--- src/rtl/core/majority_vote_bit_deframer_core_macros.svh ---
// Assertion macros shared by the deframer RTL.
`ifndef MAJORITY_VOTE_BIT_DEFRAMER_CORE_MACROS_SVH
`define MAJORITY_VOTE_BIT_DEFRAMER_CORE_MACROS_SVH

// Same-cycle implication, checked outside reset.
`define MVBD_ASSERT_IMPL(lbl, ante, cons) \
    lbl: assert property (@(posedge i_clk) disable iff (!i_rst_n) (ante) |-> (cons)) \
        else $error("deframer assertion failed");

// Condition that must hold at every edge outside reset.
`define MVBD_ASSERT_ALWAYS(lbl, cond) \
    `MVBD_ASSERT_IMPL(lbl, 1'b1, cond)

`endif

--- src/rtl/core/mvbd_pkg.sv ---
// Constants and widths for the majority-vote bit deframer.
`default_nettype none

package mvbd_pkg;

    localparam int COUNT_WIDTH    = 16;
    localparam int MAX_MSG_BITS   = 1024;
    localparam int PREAMBLE_FLIPS = 4;
    localparam int IGNORE_LIMIT   = 1000;

    localparam int LAT_W      = 16;
    localparam int THR_W      = 10;
    localparam int FLIPS_W    = $clog2(PREAMBLE_FLIPS + 1);
    localparam int MSG_BITS_W = $clog2(MAX_MSG_BITS + 1);

    typedef logic [COUNT_WIDTH-1:0] t_count;
    typedef logic [FLIPS_W-1:0]     t_flips;
    typedef logic [MSG_BITS_W-1:0]  t_msg_bits;

    // action codes
    localparam logic ACT_SAMPLE = 1'b0;
    localparam logic ACT_END    = 1'b1;

endpackage

`default_nettype wire

--- src/rtl/core/mvbd_if.sv ---
// Valid/ready channel interfaces for deframer input and result beats.
`default_nettype none

interface mvbd_in_if;
    import mvbd_pkg::*;
    logic             valid;
    logic             ready;
    logic             action;
    logic [LAT_W-1:0] latency;

    modport source (output valid, output action, output latency, input ready);
    modport sink   (input valid, input action, input latency, output ready);
endinterface

interface mvbd_out_if;
    logic       valid;
    logic       ready;
    logic       detected_bit;
    logic       in_message;
    logic       byte_valid;
    logic [7:0] data_byte;
    logic       message_end;
    logic       sync_found;

    modport source (output valid, output detected_bit, output in_message,
                    output byte_valid, output data_byte, output message_end,
                    output sync_found, input ready);
    modport sink   (input valid, input detected_bit, input in_message,
                    input byte_valid, input data_byte, input message_end,
                    input sync_found, output ready);
endinterface

`default_nettype wire

--- src/rtl/core/majority_vote_bit_deframer_core.sv ---
// Majority-vote bit deframer: sample counting, preamble hunt and byte packing.
//
//  channel    dir  beat                                   handshake
//  i_item     in   action, latency                        valid/ready
//  o_result   out  bit, in_message, byte, end, sync       valid/ready
//  i_cfg_*    in   miss limit write                       write enable only
//
// One beat accepted per cycle unless a held result stalls the input register.
// A result is registered from its interval-end beat via the input register,
// then the result register. Sample beats make no result; they wait only behind
// a stalled interval end. Synchronous active-low reset resets counters, hunt
// state and valids; threshold returns to 150. A held result stalls an
// interval-end beat in the input register, and the input behind it.
`default_nettype none

module majority_vote_bit_deframer_core
    import mvbd_pkg::*;
(
    input  wire logic             i_clk,
    input  wire logic             i_rst_n,
    input  wire logic             i_cfg_we,
    input  wire logic [THR_W-1:0] i_cfg_wdata,
    mvbd_in_if.sink               i_item,
    mvbd_out_if.source            o_result
);

    logic [THR_W-1:0] r_threshold;

    // input register
    logic             r_s1_valid;
    logic             r_s1_action;
    logic [LAT_W-1:0] r_s1_latency;

    // deframer state
    t_count    r_miss_count,   n_miss_count;
    t_count    r_sample_count, n_sample_count;
    logic      r_prev_bit,     n_prev_bit;
    t_flips    r_flips_left,   n_flips_left;
    logic      r_message_mode, n_message_mode;
    logic [7:0] r_byte_shift,  n_byte_shift;
    logic [2:0] r_bit_in_byte, n_bit_in_byte;
    t_msg_bits r_message_bits, n_message_bits;

    // result register
    logic       r_out_valid;
    logic       r_out_bit,   n_out_bit;
    logic       r_out_msg,   n_out_msg;
    logic       r_out_bval,  n_out_bval;
    logic [7:0] r_out_byte,  n_out_byte;
    logic       r_out_end,   n_out_end;
    logic       r_out_sync,  n_out_sync;

    logic out_free;
    logic s1_go;
    logic bit_det;

    assign out_free     = !r_out_valid || o_result.ready;
    assign s1_go        = r_s1_valid && ((r_s1_action == ACT_SAMPLE) || out_free);
    assign i_item.ready = !r_s1_valid || s1_go;

    // twice misses above count, no overflow in the doubled term
    assign bit_det = {r_miss_count, 1'b0} > {1'b0, r_sample_count};

    always_comb begin
        n_miss_count   = r_miss_count;
        n_sample_count = r_sample_count;
        n_prev_bit     = r_prev_bit;
        n_flips_left   = r_flips_left;
        n_message_mode = r_message_mode;
        n_byte_shift   = r_byte_shift;
        n_bit_in_byte  = r_bit_in_byte;
        n_message_bits = r_message_bits;
        n_out_bit      = bit_det;
        n_out_msg      = 1'b0;
        n_out_bval     = 1'b0;
        n_out_byte     = 8'd0;
        n_out_end      = 1'b0;
        n_out_sync     = 1'b0;

        if (r_s1_action == ACT_SAMPLE) begin
            if (r_s1_latency < LAT_W'(IGNORE_LIMIT)) begin
                if (r_sample_count != '1) begin
                    n_sample_count = r_sample_count + 1'b1;
                end
                if (r_s1_latency > LAT_W'(r_threshold) && r_miss_count != '1) begin
                    n_miss_count = r_miss_count + 1'b1;
                end
            end
        end else begin
            n_miss_count   = '0;
            n_sample_count = '0;
            if (r_message_mode) begin
                n_out_msg      = 1'b1;
                n_byte_shift   = {r_byte_shift[6:0], bit_det};
                n_bit_in_byte  = r_bit_in_byte + 3'd1;
                n_message_bits = MSG_BITS_W'(r_message_bits + 1'b1);
                if (n_bit_in_byte == 3'd0) begin
                    if (n_byte_shift != 8'd0) begin
                        n_out_bval = 1'b1;
                        n_out_byte = n_byte_shift;
                    end else begin
                        n_out_end = 1'b1;
                    end
                    n_byte_shift = 8'd0;
                end
                if (n_message_bits >= MSG_BITS_W'(MAX_MSG_BITS)) begin
                    n_out_end = 1'b1;
                end
                if (n_out_end) begin
                    n_flips_left   = FLIPS_W'(PREAMBLE_FLIPS);
                    n_message_mode = 1'b0;
                    n_byte_shift   = 8'd0;
                    n_bit_in_byte  = 3'd0;
                    n_message_bits = '0;
                end
            end else begin
                if (r_flips_left == '0 && bit_det && r_prev_bit) begin
                    n_out_sync     = 1'b1;
                    n_message_mode = 1'b1;
                    n_byte_shift   = 8'd0;
                    n_bit_in_byte  = 3'd0;
                    n_message_bits = '0;
                end else if (r_flips_left != '0 && bit_det != r_prev_bit) begin
                    n_flips_left = r_flips_left - 1'b1;
                end else if (bit_det == r_prev_bit) begin
                    n_flips_left = FLIPS_W'(PREAMBLE_FLIPS);
                end
                n_prev_bit = bit_det;
            end
        end
    end

    always_ff @(posedge i_clk) begin
        if (!i_rst_n) begin
            r_threshold    <= THR_W'(150);
            r_s1_valid     <= 1'b0;
            r_miss_count   <= '0;
            r_sample_count <= '0;
            r_prev_bit     <= 1'b1;
            r_flips_left   <= FLIPS_W'(PREAMBLE_FLIPS);
            r_message_mode <= 1'b0;
            r_byte_shift   <= 8'd0;
            r_bit_in_byte  <= 3'd0;
            r_message_bits <= '0;
            r_out_valid    <= 1'b0;
        end else begin
            if (i_cfg_we) begin
                r_threshold <= i_cfg_wdata;
            end
            if (i_item.ready) begin
                r_s1_valid <= i_item.valid;
            end
            if (s1_go) begin
                r_miss_count   <= n_miss_count;
                r_sample_count <= n_sample_count;
                r_prev_bit     <= n_prev_bit;
                r_flips_left   <= n_flips_left;
                r_message_mode <= n_message_mode;
                r_byte_shift   <= n_byte_shift;
                r_bit_in_byte  <= n_bit_in_byte;
                r_message_bits <= n_message_bits;
            end
            if (s1_go && r_s1_action == ACT_END) begin
                r_out_valid <= 1'b1;
            end else if (o_result.ready) begin
                r_out_valid <= 1'b0;
            end
        end
    end

    // payload registers, no reset
    always_ff @(posedge i_clk) begin
        if (i_item.ready && i_item.valid) begin
            r_s1_action  <= i_item.action;
            r_s1_latency <= i_item.latency;
        end
        if (s1_go && r_s1_action == ACT_END) begin
            r_out_bit  <= n_out_bit;
            r_out_msg  <= n_out_msg;
            r_out_bval <= n_out_bval;
            r_out_byte <= n_out_byte;
            r_out_end  <= n_out_end;
            r_out_sync <= n_out_sync;
        end
    end

    assign o_result.valid        = r_out_valid;
    assign o_result.detected_bit = r_out_bit;
    assign o_result.in_message   = r_out_msg;
    assign o_result.byte_valid   = r_out_bval;
    assign o_result.data_byte    = r_out_byte;
    assign o_result.message_end  = r_out_end;
    assign o_result.sync_found   = r_out_sync;

`include "majority_vote_bit_deframer_core_macros.svh"

    `MVBD_ASSERT_IMPL(a_byte_in_msg, r_out_valid && r_out_bval, r_out_msg && !r_out_sync)
    `MVBD_ASSERT_IMPL(a_sync_hunt, r_out_valid && r_out_sync, r_out_bit && !r_out_msg && !r_out_end)
    `MVBD_ASSERT_IMPL(a_hunt_clear, !r_message_mode, r_bit_in_byte == 3'd0 && r_message_bits == '0)
    `MVBD_ASSERT_ALWAYS(a_flips_range, r_flips_left <= FLIPS_W'(PREAMBLE_FLIPS))

endmodule

`default_nettype wire

--- src/flat_wrapper.sv ---
// flat-port wrapper written by rule: the top's interface ports become plain ports
module majority_vote_bit_deframer_core_flat import mvbd_pkg::*;
  (i_clk, i_rst_n, i_cfg_we, i_cfg_wdata, i_item_valid, i_item_action, i_item_latency, i_item_ready, o_result_valid, o_result_detected_bit, o_result_in_message, o_result_byte_valid, o_result_data_byte, o_result_message_end, o_result_sync_found, o_result_ready);
  mvbd_in_if i_item_i ();
  mvbd_out_if o_result_i ();
  input  wire logic i_clk;
  input  wire logic i_rst_n;
  input  wire logic i_cfg_we;
  input  wire logic [THR_W-1:0] i_cfg_wdata;
  input wire logic [$bits(i_item_i.valid)-1:0] i_item_valid;
  input wire logic [$bits(i_item_i.action)-1:0] i_item_action;
  input wire logic [$bits(i_item_i.latency)-1:0] i_item_latency;
  output wire logic [$bits(i_item_i.ready)-1:0] i_item_ready;
  output wire logic [$bits(o_result_i.valid)-1:0] o_result_valid;
  output wire logic [$bits(o_result_i.detected_bit)-1:0] o_result_detected_bit;
  output wire logic [$bits(o_result_i.in_message)-1:0] o_result_in_message;
  output wire logic [$bits(o_result_i.byte_valid)-1:0] o_result_byte_valid;
  output wire logic [$bits(o_result_i.data_byte)-1:0] o_result_data_byte;
  output wire logic [$bits(o_result_i.message_end)-1:0] o_result_message_end;
  output wire logic [$bits(o_result_i.sync_found)-1:0] o_result_sync_found;
  input wire logic [$bits(o_result_i.ready)-1:0] o_result_ready;
  assign i_item_i.valid = i_item_valid;
  assign i_item_i.action = i_item_action;
  assign i_item_i.latency = i_item_latency;
  assign i_item_ready = i_item_i.ready;
  assign o_result_valid = o_result_i.valid;
  assign o_result_detected_bit = o_result_i.detected_bit;
  assign o_result_in_message = o_result_i.in_message;
  assign o_result_byte_valid = o_result_i.byte_valid;
  assign o_result_data_byte = o_result_i.data_byte;
  assign o_result_message_end = o_result_i.message_end;
  assign o_result_sync_found = o_result_i.sync_found;
  assign o_result_i.ready = o_result_ready;
  majority_vote_bit_deframer_core u_core (.i_clk(i_clk), .i_rst_n(i_rst_n), .i_cfg_we(i_cfg_we), .i_cfg_wdata(i_cfg_wdata), .i_item(i_item_i), .o_result(o_result_i));
endmodule
--- config.mk ---
export PLATFORM = sky130hd
export DESIGN_NAME = majority_vote_bit_deframer_core_flat
export DESIGN_NICKNAME = d
export VERILOG_FILES = /design/src/rtl/core/mvbd_pkg.sv /design/src/rtl/core/mvbd_if.sv /design/src/rtl/core/majority_vote_bit_deframer_core.sv /design/src/flat_wrapper.sv
export VERILOG_INCLUDE_DIRS = /design/src /design/src/rtl/core
export SDC_FILE = /design/constraint.sdc
export NUM_CORES = 1
export LEC_CHECK = 0
export ABC_AREA = 1
export BUFFER_PORTS_ARGS = -buffer_cell sky130_fd_sc_hd__buf_2
export CAP_MARGIN = 0
export CORE_MARGIN = 2
export CORE_UTILIZATION = 30
export CTS_BUF_LIST = sky130_fd_sc_hd__clkbuf_16
export CTS_CLUSTER_DIAMETER = 150
export DETAILED_ROUTE_END_ITERATION = 8
export GPL_TIMING_DRIVEN = 1
export PLACE_DENSITY = 0.56
export SYNTH_ARGS = -nofsm -noshare
export SYNTH_HDL_FRONTEND = slang
export SYNTH_SLANG_ARGS = --single-unit
--- constraint.sdc ---
create_clock -name i_clk -period 5.8 [get_ports i_clk]
set_clock_uncertainty 0.15 [all_clocks]
set_input_delay 0.58 -clock i_clk [delete_from_list [all_inputs] [get_ports i_clk]]
set_output_delay 0.58 -clock i_clk [all_outputs]
set_load 0.02 [all_outputs]
==> metrics.md <==
| Metric | Value |
|---|---|
| Final cell count without fillers | 966 |
| Crit path kind | flip-flop to flip-flop |
| Syn_nets | 764 |
| Crit Path Max Fanout | 23 |
| Max VDD drop | 201 µV |
| Gr usage total | 13.3% |
| WP data required | 5.90 ns |
| Worst r2r src | u_core.r_s1_action |
| Lkg Pwr | 2.46 nW |
| Cell Pwr Density | 237 nW/µm² |
| Path depth of the worst reg2reg path | 9 |
| Register bit total from synthesis | 100 |
| First-pass DRT Iterations | 6 |
| Flop2flop setup slack | 2.30 ns |
| Vias in the first global route | 4190 |
| Die W | 138 µm |
| Status | finished clean |
| Routed WL | 11700 µm |
| Clk sinks | 100 |
| Final Max Tran Viols | 0 |
| Fill count | 1869 |
| Worst Setup SP | u_core.r_s1_action |
| Initial antenna violation count | 0 |
| GPL Wtd Cong | 0.805 |
| TritonCTS clock tree | built |
| CORE AREA | 17400 µm² |
| RR Endpoint | u_core.r_bit_in_byte[0] |
| Hold Fails Final Rpt | 0 |
| CTS Buffer Depth | 2 |
| Final hold slack | 0.245 ns |
| Setup bufs post-CTS | 0 |
| CP Data Arrival Time | 3.60 ns |
| Global-route wire length before repair | 20100 µm |
| Most frequent cells in the layout | nor2_1, nand2_1, inv_1, dfxtp_1, nand3_1 |
| CTS resizes | 0 |
| Largest net degree at the start of global routing | 25 |
| DR WL/cell | 12.1 µm |
| Level count of the clock H-tree | 3 |
| Remaining design rule violation count | 0 |
| Clock root cell | clkbuf_16 |
| DR vias | 4442 |
| Least-Margin Pin Slew | 0.806 ns |
| Vias per cell | 4.60 |
| Clock latency on the worst-skew pair | 0.35 ns |
| # port buffers | 46 |
| Worst hold path startpoint | i_item_latency[6] |
| Clock-pin slew on the worst setup and hold paths | 0.08 ns |
| Tmin final | 3.50 ns |
| Sequential area share after synthesis | 42.9% |
| Rel. slew slack | 46.2% |
| Most common cell after layout, fill and taps aside | nor2_1 |
| Area delta synth->final | 12.5% |
| RSZ-0062 raised after global routing | false |
| Mapped cell area | 5370 µm² |
| Max Fclk | 0.286 GHz |
| DR iter-0 viols | 240 |
| Initial Util | 30.8% |
| Yosys cell types | 36 |
| Die area | 19000 µm² |
| Cell Rows | 48 |
| Pre-CTS setup slack | 2.22 ns |
| Placed cells | 950 |
| I/O pin total | 47 |
| Final worst slack | 2.30 ns |
| Synth async-reset ratio | 0% |
| Post-route ant nets | 0 |
| Top_reg_cell synth | dfxtp_1 |
| Max cap viols | 0 |
| Syn Inst Count | 700 |
| Total gr overflow | 0 |
| Proportion of layout cells with a drive suffix above 1 | 11.6% |
| CTS Hold Bufs | 0 |
| Yosys Warn Count | 0 |
| Syn_area_per_cell | 7.67 µm² |
| Min-Delay Path Class | input port to flip-flop |
| EDFF count, synth | 30 |
| Fin nets | 800 |
| CP Launch Type | flip-flop |
| Hpwl dp | 8300 µm |
| Crit end category | flip-flop |
| Worst Setup EP | u_core.r_bit_in_byte[0] |
| # setup viols final | 0 |
| Crit share post-route | 60.3% |
| Ant. Diodes | 0 |
| Die H | 138 µm |
| CTS buffer count | 9 |
| Setup TNS | 0 ns |
==> area by class of cell <==
type                       count  area, µm²  area share [%]
multi-input combinational    490       2590            42.9
inverter                      87        327            5.41
clock buffer                   9        225            3.73
sequential                   100       2300            38.1
timing repair buffer          48        245            4.06
tap                          225        282            4.66
clock inverter                 7       67.6            1.12
==> stage by stage <==
stage               area, µm²  total power (W)  util, %
floorplan                5370         0.000819        -
global placement         5750         0.000848     33.0
detailed placement       5750         0.000849     33.0
CTS                      6040          0.00146     34.7
global route             6040          0.00149     34.7
finish                   6040          0.00143     34.7
==> metal layers <==
| metal | share of wire (%) | routed length [µm] | global-route usage (%) |
|---|---|---|---|
| met5 | 0 | 0 | 0 |
| met4 | 1.2 | 144 | 3.91 |
| met3 | 4.8 | 557 | 3.24 |
| met2 | 45 | 5300 | 21.8 |
| met1 | 49 | 5680 | 17.4 |
==> worst min-delay path by stage <==
stage / end / slack (ns) / cells after the start
3_5_place_dp: u_core.r_threshold[8] / 0.31 / 2
5_1_grt: u_core.r_s1_latency[1] / 0.23 / 1
2_1_floorplan: u_core.r_message_bits[10] / 0.28 / 2
4_1_cts: u_core.r_s1_latency[6] / 0.23 / 1
6_report: u_core.r_s1_latency[6] / 0.25 / 1
3_3_place_gp: u_core.r_threshold[5] / 0.30 / 2
==> sequential cells by signal (all words and copies together) (netlist names) <==
| register | count |
|---|---|
| u_core.o_result.byte_valid | 1 |
| u_core.o_result.data_byte | 8 |
| u_core.o_result.detected_bit | 1 |
| u_core.o_result.in_message | 1 |
| u_core.o_result.message_end | 1 |
| u_core.o_result.sync_found | 1 |
| u_core.o_result.valid | 1 |
| u_core.r_bit_in_byte | 3 |
| u_core.r_byte_shift | 7 |
| u_core.r_flips_left | 3 |
| u_core.r_message_bits | 11 |
| u_core.r_message_mode | 1 |
| u_core.r_miss_count | 16 |
| u_core.r_prev_bit | 1 |
| u_core.r_s1_action | 1 |
| u_core.r_s1_latency | 16 |
| u_core.r_s1_valid | 1 |
| u_core.r_sample_count | 16 |
| u_core.r_threshold | 10 |
==> cells in the mapped netlist (3+ instances only) <==
cell type / instances / area share [%]
nor2_1: 120 / 8.4
nand2_1: 117 / 8.2
inv_1: 81 / 5.7
dfxtp_1: 70 / 26
nand3_1: 59 / 5.5
a21oi_1: 57 / 5.3
ha_1: 32 / 7.5
edfxtp_1: 30 / 17
o21ai_0: 23 / 2.1
nor3_1: 19 / 1.8
xor2_1: 17 / 2.8
clkbuf_1: 11 / 0.77
nand4_1: 9 / 1.0
buf_6: 7 / 1.5
nand2_2: 7 / 0.82
xnor2_1: 7 / 1.1
inv_2: 4 / 0.28
buf_2: 3 / 0.28
nand3_2: 3 / 0.56
nor4_1: 3 / 0.35
==> power breakdown <==
group | internal, W | switching, W
Clock | 0.000303 | 0.000297
Sequential | 0.000736 | 0.00000676
Combinational | 0.0000302 | 0.0000579
==> cells by family (layout without fill, tap and decap cells) <==
logic type                 after synthesis  count (layout)  share of synthesized area (%)
xor gates and xnor gates                24              24                           3.91
DFF                                    100             100                           42.9
buffers and inverters                  110             151                           8.88
and+or+nand+nor                        344             344                           27.9
AOI/OAI and AO/OA                       90              90                           9.02
adders and majority gates               32              32                           7.46
==> critical path, stage by stage (launching register included) <==
cell	delay (ns)
edfxtp_1	0.36
buf_4	0.22
inv_2	0.16
o21ai_0	0.10
inv_1	0.08
nand2_1	0.45
inv_1	0.82
nand2_1	0.65
o21ai_0	0.34
a21oi_1	0.06
(Power assumes the default switching activity.)
